==> src/rtl/sttq_pkg.sv <==
// Shared types and constants for the sorted timer task queue.
// No dependencies; imported by the queue cell and the top level.
`default_nettype none
package sttq_pkg;

   localparam int ID_BITS  = 4;
   localparam int RUN_BITS = 16;
   localparam int CNT_BITS = 8;
   localparam int RUN_SHIFT = 4;
   localparam logic [CNT_BITS-1:0] WINDOW_RESET = 8'd24;

   // operation codes
   localparam logic [2:0] FN_POLL  = 3'd0;
   localparam logic [2:0] FN_START = 3'd1;
   localparam logic [2:0] FN_AGAIN = 3'd2;
   localparam logic [2:0] FN_FIT   = 3'd3;
   localparam logic [2:0] FN_STOP  = 3'd4;
   localparam logic [2:0] FN_RECORD = 3'd5;

   typedef enum logic [1:0] {
      ST_IDLE,
      ST_DROP,
      ST_PLACE,
      ST_REPLY
   } st_type;

   typedef enum logic [1:0] {
      CM_HOLD,
      CM_DROP,
      CM_PLACE
   } cell_mode_type;

   typedef struct packed {
      cell_mode_type        mode;
      logic                 fit;
      logic [ID_BITS-1:0]   key_id;
   } cell_ctl_type;

endpackage
`default_nettype wire

==> src/rtl/sttq_cell.sv <==
// One slot of the sorted queue: holds an entry, shifts with its neighbors.
// Depends on sttq_pkg for the control struct and id width.
`default_nettype none
module sttq_cell
   import sttq_pkg::*;
#(
   parameter int TIME_BITS = 32
) (
   input  wire logic                 clock,
   input  wire logic                 reset,
   input  wire cell_ctl_type         ctl,
   input  wire logic [TIME_BITS-1:0] key_time,
   input  wire logic [TIME_BITS-1:0] window,
   input  wire logic                 left_valid,
   input  wire logic [ID_BITS-1:0]   left_id,
   input  wire logic [TIME_BITS-1:0] left_time,
   input  wire logic                 right_valid,
   input  wire logic [ID_BITS-1:0]   right_id,
   input  wire logic [TIME_BITS-1:0] right_time,
   input  wire logic                 hit_in,
   output logic                      hit_out,
   output logic [TIME_BITS-1:0]      ins_time,
   output logic                      valid,
   output logic [ID_BITS-1:0]        id,
   output logic [TIME_BITS-1:0]      time_q
);

   logic                 valid_ff, valid_in;
   logic [ID_BITS-1:0]   id_ff, id_in;
   logic [TIME_BITS-1:0] time_ff, time_in;
   logic [TIME_BITS-1:0] new_time;
   logic [TIME_BITS-1:0] limit;
   logic                 self_hit;

   // local hit: matching id on drop, insertion point on place
   always_comb begin
      limit    = left_time + window;
      new_time = ctl.fit ? left_time : key_time;
      self_hit = 1'b0;
      case (ctl.mode)
         CM_DROP:  self_hit = valid_ff && (id_ff == ctl.key_id);
         CM_PLACE: self_hit = !valid_ff ||
                              (ctl.fit ? !(time_ff < limit) : (time_ff > key_time));
         default:  self_hit = 1'b0;
      endcase
      hit_out  = hit_in | self_hit;
      ins_time = (ctl.mode == CM_PLACE && self_hit && !hit_in) ?
                 new_time : '0;
   end

   // shift left on drop, shift right or load on place
   always_comb begin
      valid_in = valid_ff;
      id_in    = id_ff;
      time_in  = time_ff;
      case (ctl.mode)
         CM_DROP: begin
            if (hit_out) begin
               valid_in = right_valid;
               id_in    = right_id;
               time_in  = right_time;
            end
         end
         CM_PLACE: begin
            if (hit_in) begin
               valid_in = left_valid;
               id_in    = left_id;
               time_in  = left_time;
            end else if (self_hit) begin
               valid_in = 1'b1;
               id_in    = ctl.key_id;
               time_in  = new_time;
            end
         end
         default: begin
            valid_in = valid_ff;
         end
      endcase
   end

   always_ff @(posedge clock) begin
      if (reset) begin
         valid_ff <= 1'b0;
      end else begin
         valid_ff <= valid_in;
      end
   end

   always_ff @(posedge clock) begin
      id_ff   <= id_in;
      time_ff <= time_in;
   end

   assign valid  = valid_ff;
   assign id     = id_ff;
   assign time_q = time_ff;

endmodule
`default_nettype wire

==> config.mk <==
export PLATFORM = sky130hd
export DESIGN_NAME = sttq_cell
export DESIGN_NICKNAME = d
export VERILOG_FILES = /design/src/rtl/sttq_pkg.sv /design/src/rtl/sttq_cell.sv
export SDC_FILE = /design/constraint.sdc
export NUM_CORES = 1
export LEC_CHECK = 0
export BUFFER_PORTS_ARGS = -buffer_cell sky130_fd_sc_hd__buf_2
export CAP_MARGIN = 0
export CORE_ASPECT_RATIO = 0.8
export CORE_MARGIN = 3
export CORE_UTILIZATION = 48
export DETAILED_ROUTE_END_ITERATION = 6
export GPL_TIMING_DRIVEN = 0
export HOLD_SLACK_MARGIN = 0.12
export PLACE_DENSITY_LB_ADDON = 0.25
export SLEW_MARGIN = 20
export SYNTH_ARGS = -nofsm -noshare
export SYNTH_HDL_FRONTEND = slang
export SYNTH_SLANG_ARGS = --single-unit
==> constraint.sdc <==
create_clock -name clock -period 15 [get_ports clock]
set_input_delay 4.5 -clock clock [delete_from_list [all_inputs] [get_ports clock]]
set_output_delay 4.5 -clock clock [all_outputs]
set_load 0.01 [all_outputs]
==> results of run 1 <==
logic make-up after synthesis:
group | Yosys count | synth area share (%)
adders and majority gates | 97 | 21.65
muxes | 68 | 12.06
xor gates and xnor gates | 25 | 3.881
DFF | 37 | 19.52
and+or+nand+nor | 184 | 15.35
AOI/OAI and AO/OA | 191 | 22.42
buffers and inverters | 76 | 5.123
power by group through the flow:
| stage | registers (mW) | clock network, mW | logic, mW |
|---|---|---|---|
| detailed placement | 0.133 | 0 | 0.223 |
| global placement | 0.133 | 0 | 0.218 |
| CTS | 0.131 | 0.111 | 0.224 |
| global route | 0.132 | 0.114 | 0.254 |
| finish | 0.131 | 0.109 | 0.226 |
| floorplan | 0.134 | 0 | 0.146 |
worst min path at each step:
stage	from	to	slack, ns	cells past startpoint
final	valid	valid	0.57	2
after detailed placement	valid	valid	0.56	2
after CTS	valid	valid	0.57	2
after global routing	valid	valid	0.58	2
after floorplan	valid	valid	0.52	2
after global placement	valid	valid	0.53	2
cell usage after synthesis, drive strengths merged, types with 4 or more instances:
library cell  count
or2               4
nand4            14
and3              6
a31oi             4
mux2i            68
nand2            19
clkbuf           17
edfxtp           36
o21ai            29
a21oi            86
xnor2             7
a211oi            9
nand2b           11
a21o             21
nor2             88
o211ai            6
ha               96
nor2b             5
nor3             13
nand3            11
xor2             18
inv              56
area by class of cell:
cell class	count	area [um^2]
fillers	1057	4126
inverters	56	210.2
repair buffers	216	1096
flip-flops and latches	37	1101
plain buffers	20	78.83
clock inverters	3	17.52
clock buffers	5	125.1
well taps	144	180.2
multi-input cells	565	4253
routing by layer:
| layer | routed length (um) | global-route usage [%] | share of wire, % |
|---|---|---|---|
| met1 | 8732 | 38.76 | 48 |
| met2 | 8029 | 43.74 | 44 |
| met3 | 1530 | 6.266 | 8.3 |
| met4 | 61 | 2.803 | 0.33 |
| met5 | 0 | 0 | 0 |
registers in the layout, summed over array words and instances, names as in the netlist:
signal and count:
id 4, valid 1, time_q 32
worst max-delay path: cells and delay by family:
family,cells,cell delay [ns]
buffers and inverters,4,0.70
AO/OA/AOI/OAI,9,2.67
adder cells (fa/ha/maj),3,0.90
AND/OR/NAND/NOR,7,0.78
through the flow:
| step | hold WS [ns] | std cells |
|---|---|---|
| floorplan | 0.5163 | 678 |
| CTS | 0.5683 | 1046 |
| detailed placement | 0.5576 | 1038 |
| global route | 0.5795 | 1046 |
| global placement | 0.5293 | 1037 |
| finish | 0.5675 | 1046 |
==> flow_summary.toml, run 1 <==
[cts]
h-tree-depth = 2
clk_pin_slew_ns = 0.07
cts_resized = 0
cts_tree = "built"
cts-root-buf = "clkbuf_16"
cts_setup_buffers = 0
clock_sinks = 37
clkLatencyLatePin_ns = 0.29
holdBufCountCts = 0
clock_path_buffers = 2
numCtsBuffers = 5

[setup_path]
rrSetupSlack_ns = 12.04
timing.rr.start = "time_q[13]"
end_kind = "output pin"
worstSetupPathType = "input pin to output pin"
cpPeakStageDelay_ns = 0.63
critPathLaunchType = "input pin"
crit_arrival_ns = 9.57
crit_top_cell = "buf_2"
r2r_end = "time_q[17]"
cpMaxStageDelayCell = "a211oi_1"
crit_required_ns = 10.50
critPathLaunch = "left_time[0]"
cp-endpoint = "ins_time[14]"
path_cells = "buf_2, ha_1, inv_1, fa_1, nand2b_1, a211oi_1, o21a_1, o211ai_1, a31oi_1, o31a_1, o31ai_1, a211oi_1, ha_1, nand4_1, nor3_1, nand3_1, nor2_1, a32oi_1, nand3_1, o2111ai_2, buf_2, nor2_1, buf_2"
reg2reg_depth = 9
worstPathMaxFanout = 10

[synthesis]
synth.top_cell.area_share_pct = 21.29
syn_nets = 923
synth_edf_count = 36
async_reset_ff_share_pct = 0
syn_area_um2 = 5642
yosysSeqAreaShare_pct = 19.52
synth_cell_types = 62
synth_warnings = 0
synth_area_leaders = "ha_1 21%, edfxtp_1 19%, mux2i_1 12%"
synth_area_leader_cell = "ha_1"
syn_inst = 678
avgSynthCellArea_um2 = 8.321
ys.flop_type = "edfxtp_1"
ys_ff_latch = 37

[final_layout]
layout_commonest_cell = "buf_2"
final_cell_area_um2 = 7062
fin_util_pct = 63.12
drive_above_1_share_pct = 27.16
nets = 1146
layout_common_cells = "218 x buf_2, 96 x ha_1, 88 x nor2_1"
area_delta_synth_final_pct = 25.17
n_antenna_cell = 0

[floorplan]
die-width_um = 127.2
fp.dieH_um = 103.0
rows = 34
core-area_um2 = 11190
num_io_pins = 218
die_area_um2 = 13100
start_util_pct = 50.42

[power_and_ir_drop]
powerDensity_nw_per_um2 = 65.91
clkPwrFrac_pct = 23.4
ir_drop_mv = 0.06862
p_sw_uw = 181.2
power_frac_comb_pct = 48.5
pwr-share-seq_pct = 28.1
leakagePower_nw = 3.642
finalPower_uw = 465.4
p_sw_share_pct = 38.92
intPower_uw = 284.3

[grt]
grt_max_degree = 26
grt_pass1_wl_um = 28140
track_usage_pct = 27.19
antenna_found_initial = 0
grt-ovfl-total = 0
first_global_vias = 5498

[routing]
wl_per_cell_um = 17.55
dr_total_vias = 5920
totalWireLength_um = 18350
drc_errors = 0
first_pass_iters = 5
drt_iter0_drc = 439
viasPerCell = 5.660
drtAntennaViolNets = 0

[placed_design]
hpwl_um = 15390
dpl_cell_area_um2 = 6919
place.gp.congestion = 0.9220
numPortBuffers = 215
pre_cts_slack_ns = 1.077

[sta]
grt_setup_unrepaired = "no"
clock_skew_ns = 0.007328
fin_crit_ns = 14.07
finalSetupViolCount = 0
slew_violations = 0
setup_tns_ns = 0
final.setup.worst_slack_ns = 0.9309
min_period_over_period_pct = 93.79
worst_pin_slew_ns = 0.8757
hold_viol_final = 0
max_freq_ghz = 0.07108
relSlewSlack_pct = 41.62

[hold_path]
hold_path_class = "flip-flop to flip-flop"

[flow_run]
max-cap-violations = 0

[run_status]
status = "complete, no violations"
Note: power is estimated with default switching activity, not from simulation.
==> run 2: changes to the inputs <==
- GPL_TIMING_DRIVEN: 0 -> not set
==> flow_summary.toml, run 2 (same netlist as run 1, synthesis figures left out) <==
[routing]
drtAntennaViolNets = 0
drt_iter0_drc = 405
routedLengthMet1_um = 8467
wl_met2_um = 7513
viasPerCell = 5.667
first_pass_iters = 5
dr_total_vias = 5837
wl_met3_um = 1413
wl_per_cell_um = 17.07
drc_errors = 0
totalWireLength_um = 17580
top_layer = "met5"

[setup_path]
rrSetupSlack_ns = 11.85
worstSetupPathType = "input pin to output pin"
crit_required_ns = 10.50
crit_arrival_ns = 9.59
timing.rr.start = "time_q[1]"
worstPathMaxFanout = 32
critPathLaunchType = "input pin"
end_kind = "output pin"
critPathLaunch = "left_time[0]"
r2r_end = "time_q[19]"
cp-endpoint = "ins_time[20]"
reg2reg_depth = 8

[final_layout]
n_antenna_cell = 0
drive_above_1_share_pct = 27.77
layout_common_cells = "217 x buf_2, 95 x ha_1, 87 x nor2_1"
layout_commonest_cell = "buf_2"
nets = 1130
fillers = 1011
largest_reg_flops = 32
instances_no_fill = 1030
area_delta_synth_final_pct = 24.73

[power_and_ir_drop]
powerDensity_nw_per_um2 = 68.34
power_frac_comb_pct = 46.4
pwr-share-seq_pct = 27.2
p_sw_share_pct = 37.48
intPower_uw = 300.7
ir_drop_mv = 0.06400
leakagePower_nw = 3.638
clkPwrFrac_pct = 26.4
p_sw_uw = 180.2

[hold_path]
hold_path_class = "flip-flop to flip-flop"
worstHoldStart = "valid"

[floorplan]
fp.dieH_um = 103.0
die_area_um2 = 13100
die-width_um = 127.2
core-area_um2 = 11190
start_util_pct = 50.42
num_io_pins = 218
rows = 34

[sta]
fin_crit_ns = 14.09
hold_viol_final = 0
slew_violations = 0
clock_skew_ns = 0.006341
grt_setup_unrepaired = "no"
min_period_over_period_pct = 93.92
finalSetupViolCount = 0
worst_pin_slew_ns = 1.055
final.setup.worst_slack_ns = 0.9118
setup_tns_ns = 0
relSlewSlack_pct = 29.63
holdWs_ns = 0.5255
max_freq_ghz = 0.07098

[cts]
clk_pin_slew_ns = 0.06
holdBufCountCts = 0
cts-root-buf = "clkbuf_16"
clock_path_buffers = 2
cts_setup_buffers = 0
numCtsBuffers = 5
clkLatencyLatePin_ns = 0.29
clock_sinks = 37
cts_resized = 0
cts_tree = "built"
h-tree-depth = 2

[run_status]
status = "complete, no violations"

[grt]
grt-ovfl-total = 0
first_global_vias = 5246
grt_max_degree = 77
grt_pass1_wl_um = 27240
track_usage_pct = 26.11
antenna_found_initial = 1

[placed_design]
placed_cells = 1022
place.gp.congestion = 0.9144
numPortBuffers = 217
hpwl_um = 14120
pre_cts_slack_ns = 0.9987

[flow_run]
max-cap-violations = 0
run 2: layer usage:
| metal | vias to the layer above | global-route usage (%) |
|---|---|---|
| met5 | - | 0 |
| met4 | 2 | 4.204 |
| met3 | 15 | 4.557 |
| met2 | 232 | 40.98 |
| met1 | 2659 | 38.31 |
| li1 | 2929 | - |
run 2: power by group through the flow:
stage	Sequential (mW)	Combinational (mW)	Clock (mW)
4_1_cts	0.131	0.222	0.127
2_1_floorplan	0.134	0.146	0
5_1_grt	0.132	0.251	0.131
6_report	0.131	0.223	0.127
3_3_place_gp	0.133	0.218	0
3_5_place_dp	0.133	0.220	0
run 2: area by class of cell:
type                    count  area, um^2  share of cell area (%)
multi-input cells         565        4274                   60.74
repair buffers            220        1109                   15.75
flip-flops and latches     37        1101                   15.65
inverters                  56       210.2                   2.987
well taps                 144       180.2                   2.560
clock buffers               6       128.9                   1.831
clock inverters             2       33.78                  0.4801
run 2: how the worst min path moves through the flow:
stage | cells after the start | slack (ns) | to
2_1_floorplan | 2 | 0.52 | valid
3_3_place_gp | 2 | 0.50 | valid
3_5_place_dp | 2 | 0.52 | valid
4_1_cts | 2 | 0.53 | valid
5_1_grt | 2 | 0.59 | valid
6_report | 2 | 0.53 | valid
run 2: stage by stage:
| step | cell area, um^2 | utilization [%] | power, mW |
|---|---|---|---|
| floorplan | 5642 | - | 0.2803 |
| global placement | 6874 | 61.44 | 0.3505 |
| detailed placement | 6874 | 61.44 | 0.3528 |
| CTS | 7037 | 62.89 | 0.4798 |
| global route | 7037 | 62.89 | 0.5138 |
| finish | 7037 | 62.89 | 0.4809 |
run 2: critical path, cell delays in order:
cell and delay [ns]:
buf_2 0.11, ha_1 0.20, inv_1 0.07, fa_1 0.39
nand2b_1 0.18, a211oi_1 0.50, o21a_1 0.23, or3_1 0.12
a21oi_1 0.08, o21ai_0 0.35, a2111oi_0 0.17, nor3_1 0.31
ha_1 0.29, nand4_1 0.08, nor2_1 0.06, a21oi_1 0.14
o211ai_1 0.11, a32oi_1 0.29, nand3_1 0.20, o2111ai_4 0.87
nor2_1 0.13, buf_2 0.19
